**src/hw/rtl/owtsm_pkg.sv**
```systemverilog
// Shared types, codes and constants for the one-wire temperature sensor master.
// Holds the CRC-8 update function used by the sequencing logic.
// No dependencies.
package owtsm_pkg;

    // Command kinds carried with each tick item
    localparam logic [1:0] REQ_NONE    = 2'd0;
    localparam logic [1:0] REQ_CONVERT = 2'd1;
    localparam logic [1:0] REQ_SET_RES = 2'd2;
    localparam logic [1:0] REQ_READ    = 2'd3;

    // Sequence step codes
    localparam logic [3:0] STEP_IDLE     = 4'd0;
    localparam logic [3:0] STEP_RST_LOW  = 4'd1;
    localparam logic [3:0] STEP_RST_WAIT = 4'd2;
    localparam logic [3:0] STEP_WRITE    = 4'd3;
    localparam logic [3:0] STEP_READ     = 4'd4;

    // Slot phase codes
    localparam logic [2:0] PHASE_OPEN = 3'd0;
    localparam logic [2:0] PHASE_MID  = 3'd1;
    localparam logic [2:0] PHASE_TAIL = 3'd2;

    // Configuration register indexes
    localparam logic [2:0] CFG_RESET_TICKS   = 3'd0;
    localparam logic [2:0] CFG_START_TICKS   = 3'd1;
    localparam logic [2:0] CFG_WRITE_SLOT    = 3'd2;
    localparam logic [2:0] CFG_READ_SAMPLE   = 3'd3;
    localparam logic [2:0] CFG_READ_TAIL     = 3'd4;
    localparam logic [2:0] CFG_ALARM_HIGH    = 3'd5;
    localparam logic [2:0] CFG_ALARM_LOW     = 3'd6;
    localparam logic [2:0] CFG_RESOLUTION    = 3'd7;

    // Configuration reset values
    localparam logic [9:0] RST_RESET_TICKS = 10'd400;
    localparam logic [3:0] RST_START_TICKS = 4'd2;
    localparam logic [7:0] RST_WRITE_SLOT  = 8'd60;
    localparam logic [5:0] RST_READ_SAMPLE = 6'd6;
    localparam logic [7:0] RST_READ_TAIL   = 8'd80;
    localparam logic [7:0] RST_RESOLUTION  = 8'h1F;

    // ROM command bytes
    localparam logic [7:0] ROM_SKIP       = 8'hCC;
    localparam logic [7:0] FN_CONVERT     = 8'h44;
    localparam logic [7:0] FN_WRITE_PAD   = 8'h4E;
    localparam logic [7:0] FN_READ_PAD    = 8'hBE;
    localparam logic [7:0] CRC_POLY       = 8'h18;

    // Bytes written per command
    localparam logic [3:0] WR_COUNT_SET_RES = 4'd5;
    localparam logic [3:0] WR_COUNT_SHORT   = 4'd2;

    localparam int CFG_DATA_W = 10;

    typedef struct packed {
        logic [9:0] reset_ticks;
        logic [3:0] start_ticks;
        logic [7:0] write_slot_ticks;
        logic [5:0] read_sample_ticks;
        logic [7:0] read_tail_ticks;
        logic [7:0] alarm_high_byte;
        logic [7:0] alarm_low_byte;
        logic [7:0] resolution_byte;
    } owtsm_cfg_t;

    typedef struct packed {
        logic [3:0]  step;
        logic [1:0]  cmd;
        logic [2:0]  phase;
        logic [9:0]  cnt;
        logic [2:0]  bit_idx;
        logic [3:0]  byte_idx;
        logic [7:0]  shift;
        logic [7:0]  crc;
        logic [7:0]  low_byte;
        logic [7:0]  high_byte;
        logic [15:0] temp;
        logic        crc_ok;
    } owtsm_state_t;

    // Result fields, lowest bit last
    typedef struct packed {
        logic               rejected;
        logic               crc_ok;
        logic signed [15:0] temperature;
        logic               done_res;
        logic               busy_res;
        logic               drive_low;
    } owtsm_res_t;

    // Reflected CRC-8 over one byte, least-significant bit first
    function automatic logic [7:0] crc8_update(input logic [7:0] c_in, input logic [7:0] d_in);
        logic [7:0] c;
        logic [7:0] d;
        logic       fb;
        c = c_in;
        d = d_in;
        for (int k = 0; k < 8; k++)
        begin
            fb = c[0] ^ d[0];
            if (fb)
            begin
                c = c ^ CRC_POLY;
            end
            c = {fb, c[7:1]};
            d = {1'b0, d[7:1]};
        end
        return c;
    endfunction

endpackage

```
**src/hw/rtl/owtsm_cfg.sv**
```systemverilog
// Configuration register file for the one-wire temperature sensor master.
// Depends on owtsm_pkg for the register record and index codes.
module owtsm_cfg
(
    input  logic                                 clk,
    input  logic                                 rst_n,
    input  logic                                 cfg_we,
    input  logic [2:0]                           cfg_addr,
    input  logic [owtsm_pkg::CFG_DATA_W-1:0]     cfg_data,
    output owtsm_pkg::owtsm_cfg_t                cfg
);

    owtsm_pkg::owtsm_cfg_t cfg_reg;
    owtsm_pkg::owtsm_cfg_t cfg_next;

    // Decode the write into the addressed register
    always_comb
    begin
        cfg_next = cfg_reg;
        if (cfg_we)
        begin
            unique case (cfg_addr)
                owtsm_pkg::CFG_RESET_TICKS: cfg_next.reset_ticks       = cfg_data[9:0];
                owtsm_pkg::CFG_START_TICKS: cfg_next.start_ticks       = cfg_data[3:0];
                owtsm_pkg::CFG_WRITE_SLOT:  cfg_next.write_slot_ticks  = cfg_data[7:0];
                owtsm_pkg::CFG_READ_SAMPLE: cfg_next.read_sample_ticks = cfg_data[5:0];
                owtsm_pkg::CFG_READ_TAIL:   cfg_next.read_tail_ticks   = cfg_data[7:0];
                owtsm_pkg::CFG_ALARM_HIGH:  cfg_next.alarm_high_byte   = cfg_data[7:0];
                owtsm_pkg::CFG_ALARM_LOW:   cfg_next.alarm_low_byte    = cfg_data[7:0];
                owtsm_pkg::CFG_RESOLUTION:  cfg_next.resolution_byte   = cfg_data[7:0];
            endcase
        end
    end

    // Hold register values, load defaults on reset
    always_ff @(posedge clk or negedge rst_n)
    begin
        if (!rst_n)
        begin
            cfg_reg.reset_ticks       <= owtsm_pkg::RST_RESET_TICKS;
            cfg_reg.start_ticks       <= owtsm_pkg::RST_START_TICKS;
            cfg_reg.write_slot_ticks  <= owtsm_pkg::RST_WRITE_SLOT;
            cfg_reg.read_sample_ticks <= owtsm_pkg::RST_READ_SAMPLE;
            cfg_reg.read_tail_ticks   <= owtsm_pkg::RST_READ_TAIL;
            cfg_reg.alarm_high_byte   <= 8'd0;
            cfg_reg.alarm_low_byte    <= 8'd0;
            cfg_reg.resolution_byte   <= owtsm_pkg::RST_RESOLUTION;
        end
        else
        begin
            cfg_reg <= cfg_next;
        end
    end

    assign cfg = cfg_reg;

endmodule

```
**src/hw/rtl/owtsm_step.sv**
```systemverilog
// Combinational tick step of the one-wire sequencer: next state and result fields.
// Depends on owtsm_pkg for state, config and result records and the CRC function.
module owtsm_step
#(
    parameter int SCRATCHPAD_BYTES = 9
)
(
    input  owtsm_pkg::owtsm_state_t st,
    input  owtsm_pkg::owtsm_cfg_t   cfg,
    input  logic [1:0]              req_type,
    input  logic                    line_level,
    output owtsm_pkg::owtsm_state_t st_next,
    output owtsm_pkg::owtsm_res_t   res
);

    localparam logic [3:0] LAST_BYTE = 4'(SCRATCHPAD_BYTES - 1);

    owtsm_pkg::owtsm_state_t n;
    logic [9:0] len_raw;
    logic [9:0] len_eff;
    logic [9:0] cnt_inc;
    logic       over;
    logic       drive;
    logic       done;
    logic       rej;
    logic [3:0] wr_count;

    // Byte to send for a given position of the write phase
    function automatic logic [7:0] wr_byte(input logic [3:0] idx, input logic [1:0] cmd,
                                           input owtsm_pkg::owtsm_cfg_t c);
        logic [7:0] b;
        unique case (idx)
            4'd0: b = owtsm_pkg::ROM_SKIP;
            4'd1:
            begin
                if (cmd == owtsm_pkg::REQ_CONVERT)
                begin
                    b = owtsm_pkg::FN_CONVERT;
                end
                else if (cmd == owtsm_pkg::REQ_SET_RES)
                begin
                    b = owtsm_pkg::FN_WRITE_PAD;
                end
                else
                begin
                    b = owtsm_pkg::FN_READ_PAD;
                end
            end
            4'd2:    b = c.alarm_high_byte;
            4'd3:    b = c.alarm_low_byte;
            default: b = c.resolution_byte;
        endcase
        return b;
    endfunction

    always_comb
    begin
        n     = st;
        drive = 1'b0;
        done  = 1'b0;
        rej   = 1'b0;

        // Start a command when idle, flag it when busy
        if (req_type != owtsm_pkg::REQ_NONE)
        begin
            if (n.step != owtsm_pkg::STEP_IDLE)
            begin
                rej = 1'b1;
            end
            else
            begin
                n.cmd      = req_type;
                n.step     = owtsm_pkg::STEP_RST_LOW;
                n.phase    = owtsm_pkg::PHASE_OPEN;
                n.cnt      = 10'd0;
                n.bit_idx  = 3'd0;
                n.byte_idx = 4'd0;
                n.shift    = 8'd0;
                n.crc      = 8'd0;
            end
        end

        // Pick the length of the current timing phase
        unique case (n.step)
            owtsm_pkg::STEP_RST_LOW, owtsm_pkg::STEP_RST_WAIT:
                len_raw = cfg.reset_ticks;
            owtsm_pkg::STEP_WRITE:
            begin
                if (n.phase == owtsm_pkg::PHASE_MID)
                begin
                    len_raw = {2'b00, cfg.write_slot_ticks};
                end
                else
                begin
                    len_raw = {6'd0, cfg.start_ticks};
                end
            end
            owtsm_pkg::STEP_READ:
            begin
                if (n.phase == owtsm_pkg::PHASE_OPEN)
                begin
                    len_raw = {6'd0, cfg.start_ticks};
                end
                else if (n.phase == owtsm_pkg::PHASE_MID)
                begin
                    len_raw = {4'd0, cfg.read_sample_ticks};
                end
                else
                begin
                    len_raw = {2'b00, cfg.read_tail_ticks};
                end
            end
            default: len_raw = 10'd0;
        endcase

        // Advance the tick counter; a zero length lasts one tick
        len_eff  = (len_raw == 10'd0) ? 10'd1 : len_raw;
        cnt_inc  = n.cnt + 10'd1;
        over     = (cnt_inc >= len_eff);
        wr_count = (n.cmd == owtsm_pkg::REQ_SET_RES) ? owtsm_pkg::WR_COUNT_SET_RES
                                                      : owtsm_pkg::WR_COUNT_SHORT;

        unique case (n.step)
            owtsm_pkg::STEP_IDLE:
            begin
            end
            owtsm_pkg::STEP_RST_LOW:
            begin
                drive = 1'b1;
                n.cnt = over ? 10'd0 : cnt_inc;
                if (over)
                begin
                    n.step = owtsm_pkg::STEP_RST_WAIT;
                end
            end
            owtsm_pkg::STEP_RST_WAIT:
            begin
                n.cnt = over ? 10'd0 : cnt_inc;
                if (over)
                begin
                    n.step     = owtsm_pkg::STEP_WRITE;
                    n.phase    = owtsm_pkg::PHASE_OPEN;
                    n.bit_idx  = 3'd0;
                    n.byte_idx = 4'd0;
                    n.shift    = wr_byte(4'd0, n.cmd, cfg);
                end
            end
            owtsm_pkg::STEP_WRITE:
            begin
                n.cnt = over ? 10'd0 : cnt_inc;
                if (n.phase == owtsm_pkg::PHASE_OPEN)
                begin
                    drive = 1'b1;
                    if (over)
                    begin
                        n.phase = owtsm_pkg::PHASE_MID;
                    end
                end
                else if (n.phase == owtsm_pkg::PHASE_MID)
                begin
                    drive = ~n.shift[0];
                    if (over)
                    begin
                        n.phase = owtsm_pkg::PHASE_TAIL;
                    end
                end
                else if (over)
                begin
                    // Recovery done: shift out the next bit or byte, or end the write step
                    n.phase = owtsm_pkg::PHASE_OPEN;
                    n.shift = {1'b0, n.shift[7:1]};
                    if (n.bit_idx != 3'd7)
                    begin
                        n.bit_idx = n.bit_idx + 3'd1;
                    end
                    else
                    begin
                        n.bit_idx  = 3'd0;
                        n.byte_idx = n.byte_idx + 4'd1;
                        if (n.byte_idx >= wr_count)
                        begin
                            if (n.cmd == owtsm_pkg::REQ_READ)
                            begin
                                n.step     = owtsm_pkg::STEP_READ;
                                n.byte_idx = 4'd0;
                                n.shift    = 8'd0;
                                n.crc      = 8'd0;
                            end
                            else
                            begin
                                n.step     = owtsm_pkg::STEP_IDLE;
                                n.phase    = owtsm_pkg::PHASE_OPEN;
                                n.cnt      = 10'd0;
                                n.bit_idx  = 3'd0;
                                n.byte_idx = 4'd0;
                                done       = 1'b1;
                            end
                        end
                        else
                        begin
                            n.shift = wr_byte(n.byte_idx, n.cmd, cfg);
                        end
                    end
                end
            end
            owtsm_pkg::STEP_READ:
            begin
                n.cnt = over ? 10'd0 : cnt_inc;
                if (n.phase == owtsm_pkg::PHASE_OPEN)
                begin
                    drive = 1'b1;
                    if (over)
                    begin
                        n.phase = owtsm_pkg::PHASE_MID;
                    end
                end
                else if (n.phase == owtsm_pkg::PHASE_MID)
                begin
                    // Sample the line into the top of the shift byte
                    if (over)
                    begin
                        n.shift = {line_level, n.shift[7:1]};
                        n.phase = owtsm_pkg::PHASE_TAIL;
                    end
                end
                else if (over)
                begin
                    n.phase = owtsm_pkg::PHASE_OPEN;
                    if (n.bit_idx != 3'd7)
                    begin
                        n.bit_idx = n.bit_idx + 3'd1;
                    end
                    else
                    begin
                        // Byte complete: fold into CRC and keep the temperature bytes
                        n.bit_idx = 3'd0;
                        n.crc     = owtsm_pkg::crc8_update(n.crc, n.shift);
                        if (n.byte_idx == 4'd0)
                        begin
                            n.low_byte = n.shift;
                        end
                        if (n.byte_idx == 4'd1)
                        begin
                            n.high_byte = n.shift;
                        end
                        if (n.byte_idx >= LAST_BYTE)
                        begin
                            if (n.crc == 8'd0)
                            begin
                                n.temp   = {n.high_byte, n.low_byte};
                                n.crc_ok = 1'b1;
                            end
                            else
                            begin
                                n.temp   = 16'd0;
                                n.crc_ok = 1'b0;
                            end
                            n.step     = owtsm_pkg::STEP_IDLE;
                            n.phase    = owtsm_pkg::PHASE_OPEN;
                            n.cnt      = 10'd0;
                            n.bit_idx  = 3'd0;
                            n.byte_idx = 4'd0;
                            done       = 1'b1;
                        end
                        else
                        begin
                            n.byte_idx = n.byte_idx + 4'd1;
                            n.shift    = 8'd0;
                        end
                    end
                end
            end
            default:
            begin
                // Unknown step: drop back to idle
                n.step     = owtsm_pkg::STEP_IDLE;
                n.phase    = owtsm_pkg::PHASE_OPEN;
                n.cnt      = 10'd0;
                n.bit_idx  = 3'd0;
                n.byte_idx = 4'd0;
            end
        endcase

        res.drive_low   = drive;
        res.busy_res    = (n.step != owtsm_pkg::STEP_IDLE);
        res.done_res    = done;
        res.temperature = n.temp;
        res.crc_ok      = n.crc_ok;
        res.rejected    = rej;
    end

    assign st_next = n;

endmodule

```
**src/hw/rtl/one_wire_temp_sensor_master_top.sv**
```systemverilog
// One-wire temperature sensor master: stream ports, input and result registers, state.
// Depends on owtsm_pkg, owtsm_cfg and owtsm_step.
//
// Each item is one microsecond tick of bus time carrying the sampled line level and an
// optional command; every item gives exactly one result item with the line drive, busy,
// done, temperature, crc_ok and rejected fields. One item is taken every clock cycle while
// the result side is not stalled: an item is held in the input register, passes through a
// single combinational step of the sequencer, and its result lands in the output register.
// The output register parts the two sides, and the input register refills in the same
// cycle that the output is taken, so a stall on the result side only holds the stream for
// as long as it lasts.
// Configuration writes take effect at once; write them while the sequencer is idle.
module one_wire_temp_sensor_master_top
#(
    parameter int SCRATCHPAD_BYTES = 9
)
(
    input  logic                             clk,
    input  logic                             rst_n,
    // Input stream
    input  logic                             s_tvalid,
    output logic                             s_tready,
    input  logic [7:0]                       s_tdata,  // [0] line_level, [7:1] zero
    input  logic [1:0]                       s_tuser,  // [1:0] req_type
    // Result stream
    output logic                             m_tvalid,
    input  logic                             m_tready,
    // [0] drive_low, [1] busy_res, [2] done_res, [18:3] temperature,
    // [19] crc_ok, [20] rejected, [23:21] zero
    output logic [23:0]                      m_tdata,
    // Configuration port
    input  logic                             cfg_we,
    input  logic [2:0]                       cfg_addr,
    input  logic [owtsm_pkg::CFG_DATA_W-1:0] cfg_data
);

    owtsm_pkg::owtsm_cfg_t   cfg;
    owtsm_pkg::owtsm_state_t state_reg;
    owtsm_pkg::owtsm_state_t state_next;
    owtsm_pkg::owtsm_res_t   step_res;
    owtsm_pkg::owtsm_res_t   out_res_reg;

    logic       in_valid_reg;
    logic [1:0] in_req_reg;
    logic       in_line_reg;
    logic       out_valid_reg;
    logic       fire;

    owtsm_cfg u_cfg
    (
        .clk      (clk),
        .rst_n    (rst_n),
        .cfg_we   (cfg_we),
        .cfg_addr (cfg_addr),
        .cfg_data (cfg_data),
        .cfg      (cfg)
    );

    owtsm_step
    #(
        .SCRATCHPAD_BYTES (SCRATCHPAD_BYTES)
    )
    u_step
    (
        .st         (state_reg),
        .cfg        (cfg),
        .req_type   (in_req_reg),
        .line_level (in_line_reg),
        .st_next    (state_next),
        .res        (step_res)
    );

    // Advance a held item when the result register is free or being drained
    assign fire     = in_valid_reg && (!out_valid_reg || m_tready);
    assign s_tready = !in_valid_reg || fire;

    // Input register
    always_ff @(posedge clk or negedge rst_n)
    begin
        if (!rst_n)
        begin
            in_valid_reg <= 1'b0;
        end
        else if (s_tready)
        begin
            in_valid_reg <= s_tvalid;
        end
    end

    always_ff @(posedge clk)
    begin
        if (s_tready && s_tvalid)
        begin
            in_req_reg  <= s_tuser;
            in_line_reg <= s_tdata[0];
        end
    end

    // Sequencer state, updated once per processed item
    always_ff @(posedge clk or negedge rst_n)
    begin
        if (!rst_n)
        begin
            state_reg <= '0;
        end
        else if (fire)
        begin
            state_reg <= state_next;
        end
    end

    // Result register
    always_ff @(posedge clk or negedge rst_n)
    begin
        if (!rst_n)
        begin
            out_valid_reg <= 1'b0;
        end
        else if (fire)
        begin
            out_valid_reg <= 1'b1;
        end
        else if (m_tready)
        begin
            out_valid_reg <= 1'b0;
        end
    end

    always_ff @(posedge clk)
    begin
        if (fire)
        begin
            out_res_reg <= step_res;
        end
    end

    assign m_tvalid = out_valid_reg;
    assign m_tdata  = {3'b000, out_res_reg};

endmodule

```
**config.mk**
```make
export PLATFORM = sky130hd
export DESIGN_NAME = one_wire_temp_sensor_master_top
export DESIGN_NICKNAME = d
export VERILOG_FILES = /design/src/hw/rtl/owtsm_pkg.sv /design/src/hw/rtl/owtsm_cfg.sv /design/src/hw/rtl/owtsm_step.sv /design/src/hw/rtl/one_wire_temp_sensor_master_top.sv
export SDC_FILE = /design/constraint.sdc
export NUM_CORES = 1
export LEC_CHECK = 0
export BUFFER_PORTS_ARGS = -buffer_cell sky130_fd_sc_hd__buf_2
export CAP_MARGIN = 20
export CORE_ASPECT_RATIO = 1.1
export CORE_MARGIN = 5
export CORE_UTILIZATION = 45
export DETAILED_ROUTE_END_ITERATION = 6
export SETUP_SLACK_MARGIN = 0.15
export SYNTH_ARGS = -nofsm -noshare
export SYNTH_HDL_FRONTEND = slang
export SYNTH_SLANG_ARGS = --single-unit
```
**constraint.sdc**
```tcl
create_clock -name clk -period 12.8 [get_ports clk]
set_clock_uncertainty 0.2 [all_clocks]
set_input_delay 2.56 -clock clk [delete_from_list [all_inputs] [get_ports clk]]
set_output_delay 2.56 -clock clk [all_outputs]
set_load 0.02 [all_outputs]
```
# After elaboration in Yosys (flattened, before gate mapping)
# Index checks and enable logic that the tools add are counted.
# word_totals
regBits	161
out_inout_bits	26
# classes
add_sub_neg	3
n_lt_le_gt_ge	3
eq_ne	20
n_mux	144
n_bitwise	20
n_reduce_logical	28
# op_table
op	n
8-bit two-way mux	61
17-bit two-way mux	5
42-bit two-way mux	2
69-bit two-way mux	1
33-bit two-way mux	2
66-bit two-way mux	1
53-bit two-way mux	1
13-bit two-way mux	4
4-bit two-way mux	13
41-bit two-way mux	1
5-bit two-way mux	8
10-bit one-hot mux with 4 select lines	1
36-bit two-way mux	1
3-bit two-way mux	11
8-bit one-hot mux with 4 select lines	1
10-bit two-way mux	3
15-bit two-way mux	2
10-bit one-hot mux with 3 select lines	1
7-bit one-hot mux with 4 select lines	1
8-bit one-hot mux with 3 select lines	1
20-bit two-way mux	1
4-bit one-hot mux with 5 select lines	1
1-bit two-way mux	17
4-bit by 2-bit == test with 1-bit output (second input constant)	4
other kinds (33)	74

# Depth between registers and ports, before layout
# Gate-level depths: netlist (run 1).
# logic_depth
word_depth	71
mapped_depth	22

# Hierarchy
# A second synthesis (run 1) with hierarchy kept.
# hier_totals
hier_cells	870
area_unflattened_um2	9729.3
# modules_own_cells
mod	n_inst	cells_per_inst	area_per_inst_um2	seq_area_each_um2
one_wire_temp_sensor_master_top	1	195	3786.1	2647.5
owtsm_step	1	540	3435.8	0.0
owtsm_cfg	1	135	2507.4	1522.7

# Worst setup path after synthesis (run 1)
# No wires, ideal clock.
# synth_timing
path_type	input -> output
start	input port m_tready
end	output port s_tready
arrival_ps	2838
required_ps	10040
path_slack_ps	7202
path_stages	1
cell_sequence	nand3b_1
# synth_between
elab_chain_len	3
# synth_rtl
item	line_no	text
start, declared	one_wire_temp_sensor_master_top.sv:27	input logic m_tready,
1-bit logical OR	one_wire_temp_sensor_master_top.sv:74	assign fire = in_valid_reg && (!out_valid_reg || m_tready);
1-bit logical AND	one_wire_temp_sensor_master_top.sv:74	
1-bit logical OR	one_wire_temp_sensor_master_top.sv:75	assign s_tready = !in_valid_reg || fire;
end, declared	one_wire_temp_sensor_master_top.sv:22	output logic s_tready,
# No other way between the ends.

# Worst setup path after layout (run 1)
# layout_timing
start	register state_reg[72] (netlist bit)
end	register state_reg[47] (netlist bit)
# layout_between
elab_chain_len	14
word_cells_on_any_way	47
# layout_rtl
item	line_no	text
start, declared	one_wire_temp_sensor_master_top.sv:38	owtsm_pkg::owtsm_state_t state_reg;
start signal, assigned	one_wire_temp_sensor_master_top.sv:108	state_reg <= state_next;
4-bit nonzero test	owtsm_step.sv:66	if (n.step != owtsm_pkg::STEP_IDLE)
42-bit two-way mux	owtsm_step.sv:66	
42-bit two-way mux (*)	owtsm_step.sv:64	if (req_type != owtsm_pkg::REQ_NONE)
3-bit by 1-bit == test with 1-bit output	-	
8-bit two-way mux	owtsm_step.sv:104	else if (n.phase == owtsm_pkg::PHASE_MID)
10-bit two-way mux	owtsm_step.sv:100	if (n.phase == owtsm_pkg::PHASE_OPEN)
10-bit one-hot mux with 3 select lines	owtsm_step.sv:84	unique case (n.step)
10-bit logical NOT	owtsm_step.sv:117	len_eff = (len_raw == 10'd0) ? 10'd1 : len_raw;
10-bit two-way mux	owtsm_step.sv:117	
10-bit greater-or-equal comparator	owtsm_step.sv:119	over = (cnt_inc >= len_eff);
69-bit two-way mux, or another cell as far along	owtsm_step.sv:226	else if (over)
8-bit two-way mux or 33-bit two-way mux (tied branches)	owtsm_step.sv:217, owtsm_step.sv:159	
66-bit two-way mux or 33-bit two-way mux (tied branches)	owtsm_step.sv:209, owtsm_step.sv:151	
8-bit one-hot mux with 3 select lines (*)	owtsm_step.sv:123	unique case (n.step)
# Every way passes the cells marked *; elsewhere a longest branch is shown, timed or not.
# A chain may end at the register's enable or synchronous reset.

==> metrics.cfg, run 1 <==
[outcome]
status=completed

[final_layout]
area_growth_pct=10.6
utilization=0.503
stdcell_area_um2=9960
largest_reg_flops=75
fin_nets=996
layout_commonest_cell=nand2_1
most-common-layout-cells=nand2_1 (134), dfrtp_1 (120), nor2_1 (64), mux2_2 (61), o21ai_0 (50)
final_cell_count_no_fill=1206
antenna_cells=0
final_layout_size_suffix_gt1_frac=0.195

[timing]
rsz0062_at_grt=false
fin_ws_ns=7.02
finalCriticalPeriod_ns=5.78
hold-worst-slack_ns=0.275
tns_ns=0
setup_viol=0
slew_violations=0
relSlewSlack=0.337
min_period_over_period=0.451
worst_pin_slew_ns=0.988
hold_viol=0
max_freq_mhz=173

[critical_path]
critPathCaptureType=register
crit_type=reg -> reg
critPathRequiredTime_ns=12.91
reg2reg_setup_slack_ns=7.02
arrival_ns=5.88
cp_max_fo=34
start_kind=register

[drt]
viasPerCell=5.88
drc=0
drt_iter0_drc=486
first_pass_iters=5
detail_route.wl_per_cell_um=19.0
detail-route-antenna-nets=0
routed_wl_mm=22.9
vias=7097

[cts]
numCtsBuffers=17
clock-sinks=161
postCtsHoldBufs=0
clk_pin_slew_worst_paths_ns=0.07
h-tree-depth=4
cts_resized=0
post_cts_buffers=0
clk_latency_ns=0.43
cts_tree=built
cts-root-buf=clkbuf_16
clock_path_buffers=2

[grt]
grtUsageMet2=0.337
grt_pass1_vias=6973
grt_use_total=0.203
gr-total-overflow=0
top_usage_layer=met2
grt_max_degree=80
grt_antenna_before_repair=0
use_met1=0.267
grt_pass1_wl_mm=37.9
met3_usage=0.0344

[placed_design]
placed_area_um2=9360
pre_cts_ws_ns=7.02
io_buffers=43
post-place-cells=1172
place_congestion=0.947
place_hpwl_mm=15.9

[synth]
yosys_most_used_dff=dfrtp_1
ys_types=69
syn_area_um2=9010
synth_edf_count=24
synth_area_per_cell_um2=9.79
yosysSeqAreaShare=0.463
ys_async_sr_fraction=0.851
ys_warn_count=0
synthCells=920
synth-seq-cells=161

[power_and_ir_drop]
totalPowerFinal_mw=1.86
ir_drop_mv=0.122
power.leakage_nw=4.15
powerDensity_nw_per_um2=186

[floorplanning]
die_area_um2=23000
core_um2=19800
start_util=0.455
die_h_um=158
row_count=54
die_x_um=145
boundaryPins=54

[hold_path]
min_path_type=reg -> reg

[flow_run]
cap_viol_max_count=0

## cells in the mapped netlist (all sizes together), types with 11 or more instances
cell type    n  area, µm²
nand2      134        503
dfrtp      120       3000
nor2        67        273
mux2        61        687
o21ai       59        303
a21oi       49        268
clkbuf      39        149
o31ai       34        255
nand3       29        145
ha          27        338
edfxtp      24        721
xnor2       20        175
buf         19        150
a22o        18        158
and2        17        106
dfstp       17        447
nand2b      16        100
a31oi       14       87.6
nor3        12       60.1
o22ai       12       81.3
nand4       11       75.1
xor2        11       96.3
## logic make-up after synthesis
family | Yosys count | synth area share
compound gates | 247 | 0.184
fa+ha+maj | 27 | 0.0375
mux | 63 | 0.0785
xor+xnor | 31 | 0.0301
flops | 161 | 0.463
simple gates | 321 | 0.169
buf+inv | 69 | 0.0378
other cells | 1 | 0.000416
## area by class of cell
| type | instances | area [µm²] |
|---|---|---|
| fillers | 1834 | 9840 |
| multi-input cells | 692 | 4510 |
| repair buffers | 58 | 352 |
| clock buffers | 17 | 425 |
| flip-flops and latches | 161 | 4170 |
| well taps | 252 | 315 |
| clock inverters | 15 | 146 |
| inverters | 11 | 41.3 |
## worst max-delay path: stages (launching register included)
cell      delay (ns)
dfrtp_1         0.55
or4_4           0.69
o22ai_2         0.53
nor2_1          0.25
nand2_1         0.13
nand2_1         0.05
a222oi_1        0.43
nand2_1         0.10
o31ai_1         0.27
ha_1            0.17
nor2b_1         0.04
o21ai_0         0.19
nand4_1         0.13
a21oi_2         0.12
buf_4           0.34
inv_2           0.21
nor3b_1         0.59
o311ai_0        0.29
a211oi_1        0.28
nor2_1          0.06
## final timing paths
kind	startpoint	end	cells past startpoint
setup reg to reg	state_reg[72]	state_reg[47]	19
min in group asynchronous	rst_n	state_reg[10]	1
setup / recovery	state_reg[72]	state_reg[47]	19
hold reg to reg	state_reg[3]	state_reg[3]	2
max in group asynchronous	rst_n	u_cfg.cfg[33]	3
hold / removal	state_reg[3]	state_reg[3]	2
## metal layers
layer / vias up / share of wire
met4: 0 / 0.032
met2: 221 / 0.47
met5: - / 0
li1: 3402 / -
met1: 3429 / 0.44
met3: 45 / 0.051
## where the power goes
part	total (mW)	switching [mW]	internal [mW]
logic	0.688	0.440	0.248
registers	0.666	0.0625	0.603
clock network	0.502	0.229	0.274
total	1.86	0.731	1.12
(Power assumes the default switching activity.)
==> run 2, diff against run 1 <==
--- a/config.mk
+++ b/config.mk
@@ -5,6 +5,7 @@
 export SDC_FILE = /design/constraint.sdc
 export NUM_CORES = 1
 export LEC_CHECK = 0
+export ABC_AREA = 1
 export BUFFER_PORTS_ARGS = -buffer_cell sky130_fd_sc_hd__buf_2
 export CAP_MARGIN = 20
 export CORE_ASPECT_RATIO = 1.1
==> constraint.sdc (replaced) <==
create_clock -name clk -period 5.4 [get_ports clk]
set_clock_uncertainty 0.2 [all_clocks]
set_input_delay 1.08 -clock clk [delete_from_list [all_inputs] [get_ports clk]]
set_output_delay 1.08 -clock clk [all_outputs]
set_load 0.02 [all_outputs]
==> run 2 against run 1 <==
  * Clock power grew to 2.6 times the previous value
  * Sequential cell count unchanged
  * Largest power group unchanged
  * Combinational power increased to 3.4 times the previous value
  * First-iteration DRC count is 44% higher
  * Die area rose by 5.6%
  * Sequential share of layout area fell by 3.1 points
  * Largest cell class unchanged
  * Highest routed layer unchanged
  * Worst setup slack lost 6.3 ns
  * Critical path depth is 8 higher
  * Global-route usage rose by 1.8 points
==> metrics.cfg, run 2 <==
[outcome]
status=completed

[timing]
fin_ws_ns=0.697
hold-worst-slack_ns=0.274
max_freq_mhz=213
hold_viol=0
slew_violations=0
rsz0062_at_grt=false
tns_ns=0
setup_viol=0
relSlewSlack=0.314
min_period_over_period=0.871
worst_pin_slew_ns=1.03
finalCriticalPeriod_ns=4.70

[placed_design]
placed_area_um2=10100
pre_cts_ws_ns=0.436
place_congestion=0.919
io_buffers=43
post-place-cells=1584
place_hpwl_mm=18.4

[drt]
detail-route-antenna-nets=0
first_pass_iters=5
drt_iter0_drc=699
vias=8466
detail_route.wl_per_cell_um=16.1
drc=0
routed_wl_mm=26.0
viasPerCell=5.24

[synth]
yosysTopAreaCell=dfrtp_1
syn_area_um2=9550
ys_types=57
synth_most_common_cell=nand2_1
synth_area_per_cell_um2=7.53
synthCells=1268
ys_warn_count=0
synth_area_leaders=dfrtp_1 (31%), nand2_1 (17%), edfxtp_1 (7.5%), o21ai_0 (6.3%), inv_1 (5.0%)
yosysSeqAreaShare=0.437
synth_edf_count=24
synth-seq-cells=161
ys_async_sr_fraction=0.851
synth_top_cell_area_share=0.315
yosys_most_used_dff=dfrtp_1
synth_commonest_cells=nand2_1 (443), inv_1 (126), dfrtp_1 (120), o21ai_0 (120), nor2_1 (71)

[final_layout]
stdcell_area_um2=10800
most-common-layout-cells=nand2_1 (442), inv_1 (126), o21ai_0 (120), dfrtp_1 (120), nor2_1 (71)
fin_nets=1368
area_growth_pct=12.6
largest_reg_flops=75
final_cell_count_no_fill=1616
antenna_cells=0
final_layout_size_suffix_gt1_frac=0.124
layout_commonest_cell=nand2_1

[floorplanning]
start_util=0.453
die_area_um2=24200
core_um2=21100
boundaryPins=54
row_count=56
die_h_um=163
die_x_um=149

[grt]
grt_pass1_vias=8111
met3_usage=0.0309
gr-total-overflow=0
grt_antenna_before_repair=0
grt_max_degree=102
top_usage_layer=met2
grt_pass1_wl_mm=42.5
grtUsageMet2=0.365
use_met1=0.295
grt_use_total=0.221

[cts]
cts_tree=built
postCtsHoldBufs=0
clk_pin_slew_worst_paths_ns=0.07
clock_path_buffers=2
clock-sinks=161
cts-root-buf=clkbuf_16
numCtsBuffers=17
h-tree-depth=4
clk_latency_ns=0.43

[critical_path]
crit_type=reg -> reg
arrival_ns=4.87
cp_max_fo=26
critPathCaptureType=register
start_kind=register
critPathRequiredTime_ns=5.57

[power_and_ir_drop]
powerDensity_nw_per_um2=494
power.leakage_nw=5.33
ir_drop_mv=0.245

[flow_run]
cap_viol_max_count=0

[hold_path]
min_path_type=reg -> reg

run 2: changes by cell type after synthesis, sizes merged, moves of 15 or more:
cell	delta
inv	+120
nand2b	-15
o31ai	-32
and2	-16
mux2	-59
nand3	+30
nand4	+21
o21ai	+76
xnor2	-16
nand2	+327
a22o	-16
run 2: layer usage:
| layer | vias up | wire [µm] | part of all wire |
|---|---|---|---|
| li1 | 4231 | - | - |
| met3 | 46 | 971 | 0.037 |
| met1 | 4004 | 11900 | 0.46 |
| met4 | 0 | 778 | 0.030 |
| met5 | - | 0 | 0 |
| met2 | 185 | 12400 | 0.48 |
run 2: layout make-up:
type,count,area [µm²]
Clock buffer,18,429
Clock inverter,14,189
Fill cell,2092,10300
Inverter,134,507
Multi-Input combinational cell,931,4690
Sequential cell,161,4170
Tap cell,290,363
Timing Repair Buffer,68,409
run 2: logic make-up (layout without fill, tap and decap cells):
family | count (synthesis) | count (layout) | synth area share
xor+xnor | 17 | 17 | 0.0227
flops | 161 | 161 | 0.437
simple gates | 644 | 644 | 0.286
fa+ha+maj | 27 | 27 | 0.0354
compound gates | 238 | 238 | 0.142
buf+inv | 178 | 234 | 0.0748
other cells | 1 | 3 | 0.000393
mux | 2 | 2 | 0.00236
run 2: through the flow:
stage / total power [mW] / utilization
2_1_floorplan: 3.35 / -
3_3_place_gp: 3.97 / 0.480
3_5_place_dp: 4.00 / 0.480
4_1_cts: 5.32 / 0.509
5_1_grt: 5.70 / 0.510
6_report: 5.31 / 0.510
run 2: timing repair:
action | in CTS | in global routing
setup buffers | 0 | 0
endpoints found under the hold margin | 0 | 0
resized for setup | 0 | 3
setup endpoints to repair | 0 | 60
run 2: worst paths after layout:
path | startpoint | to | slack [ns] | cells past startpoint
setup / recovery | in_req_reg[0] | state_reg[48] | 0.70 | 27
hold / removal | state_reg[22] | state_reg[22] | 0.27 | 2
setup reg to reg | in_req_reg[0] | state_reg[48] | 0.70 | 27
hold reg to reg | state_reg[22] | state_reg[22] | 0.27 | 2
max in group asynchronous | rst_n | u_cfg.cfg[4] | 3.41 | 2
min in group asynchronous | rst_n | state_reg[5] | 0.52 | 1
run 2: report_power, final:
group          internal, mW  leakage (nW)  switching, mW
clock                 0.744         0.297          0.559
sequential             1.50          1.93          0.138
combinational         0.736          3.11           1.64
run 2: critical path, stage by stage (launching register included):
cell and delay, ns:
edfxtp_1 0.36, inv_1 0.09, nand2_1 0.11, nand3_4 0.21, nand2_1 0.10, nor3_1 0.21, nand2_1 0.10, nor2_1 0.18
nand3_1 0.11, or2_2 0.30, nor2_1 0.12, xor2_1 0.22, inv_1 0.07, ha_1 0.31, nand2_1 0.07, nor2_1 0.13
and2_1 0.13, nor2_1 0.04, nand3_1 0.11, buf_4 0.30, nand2_1 0.24, nor2_1 0.42, nand3_1 0.19, nand2_1 0.09
nand2_1 0.05, nand2_1 0.06, nand2_1 0.05, nand2_1 0.05
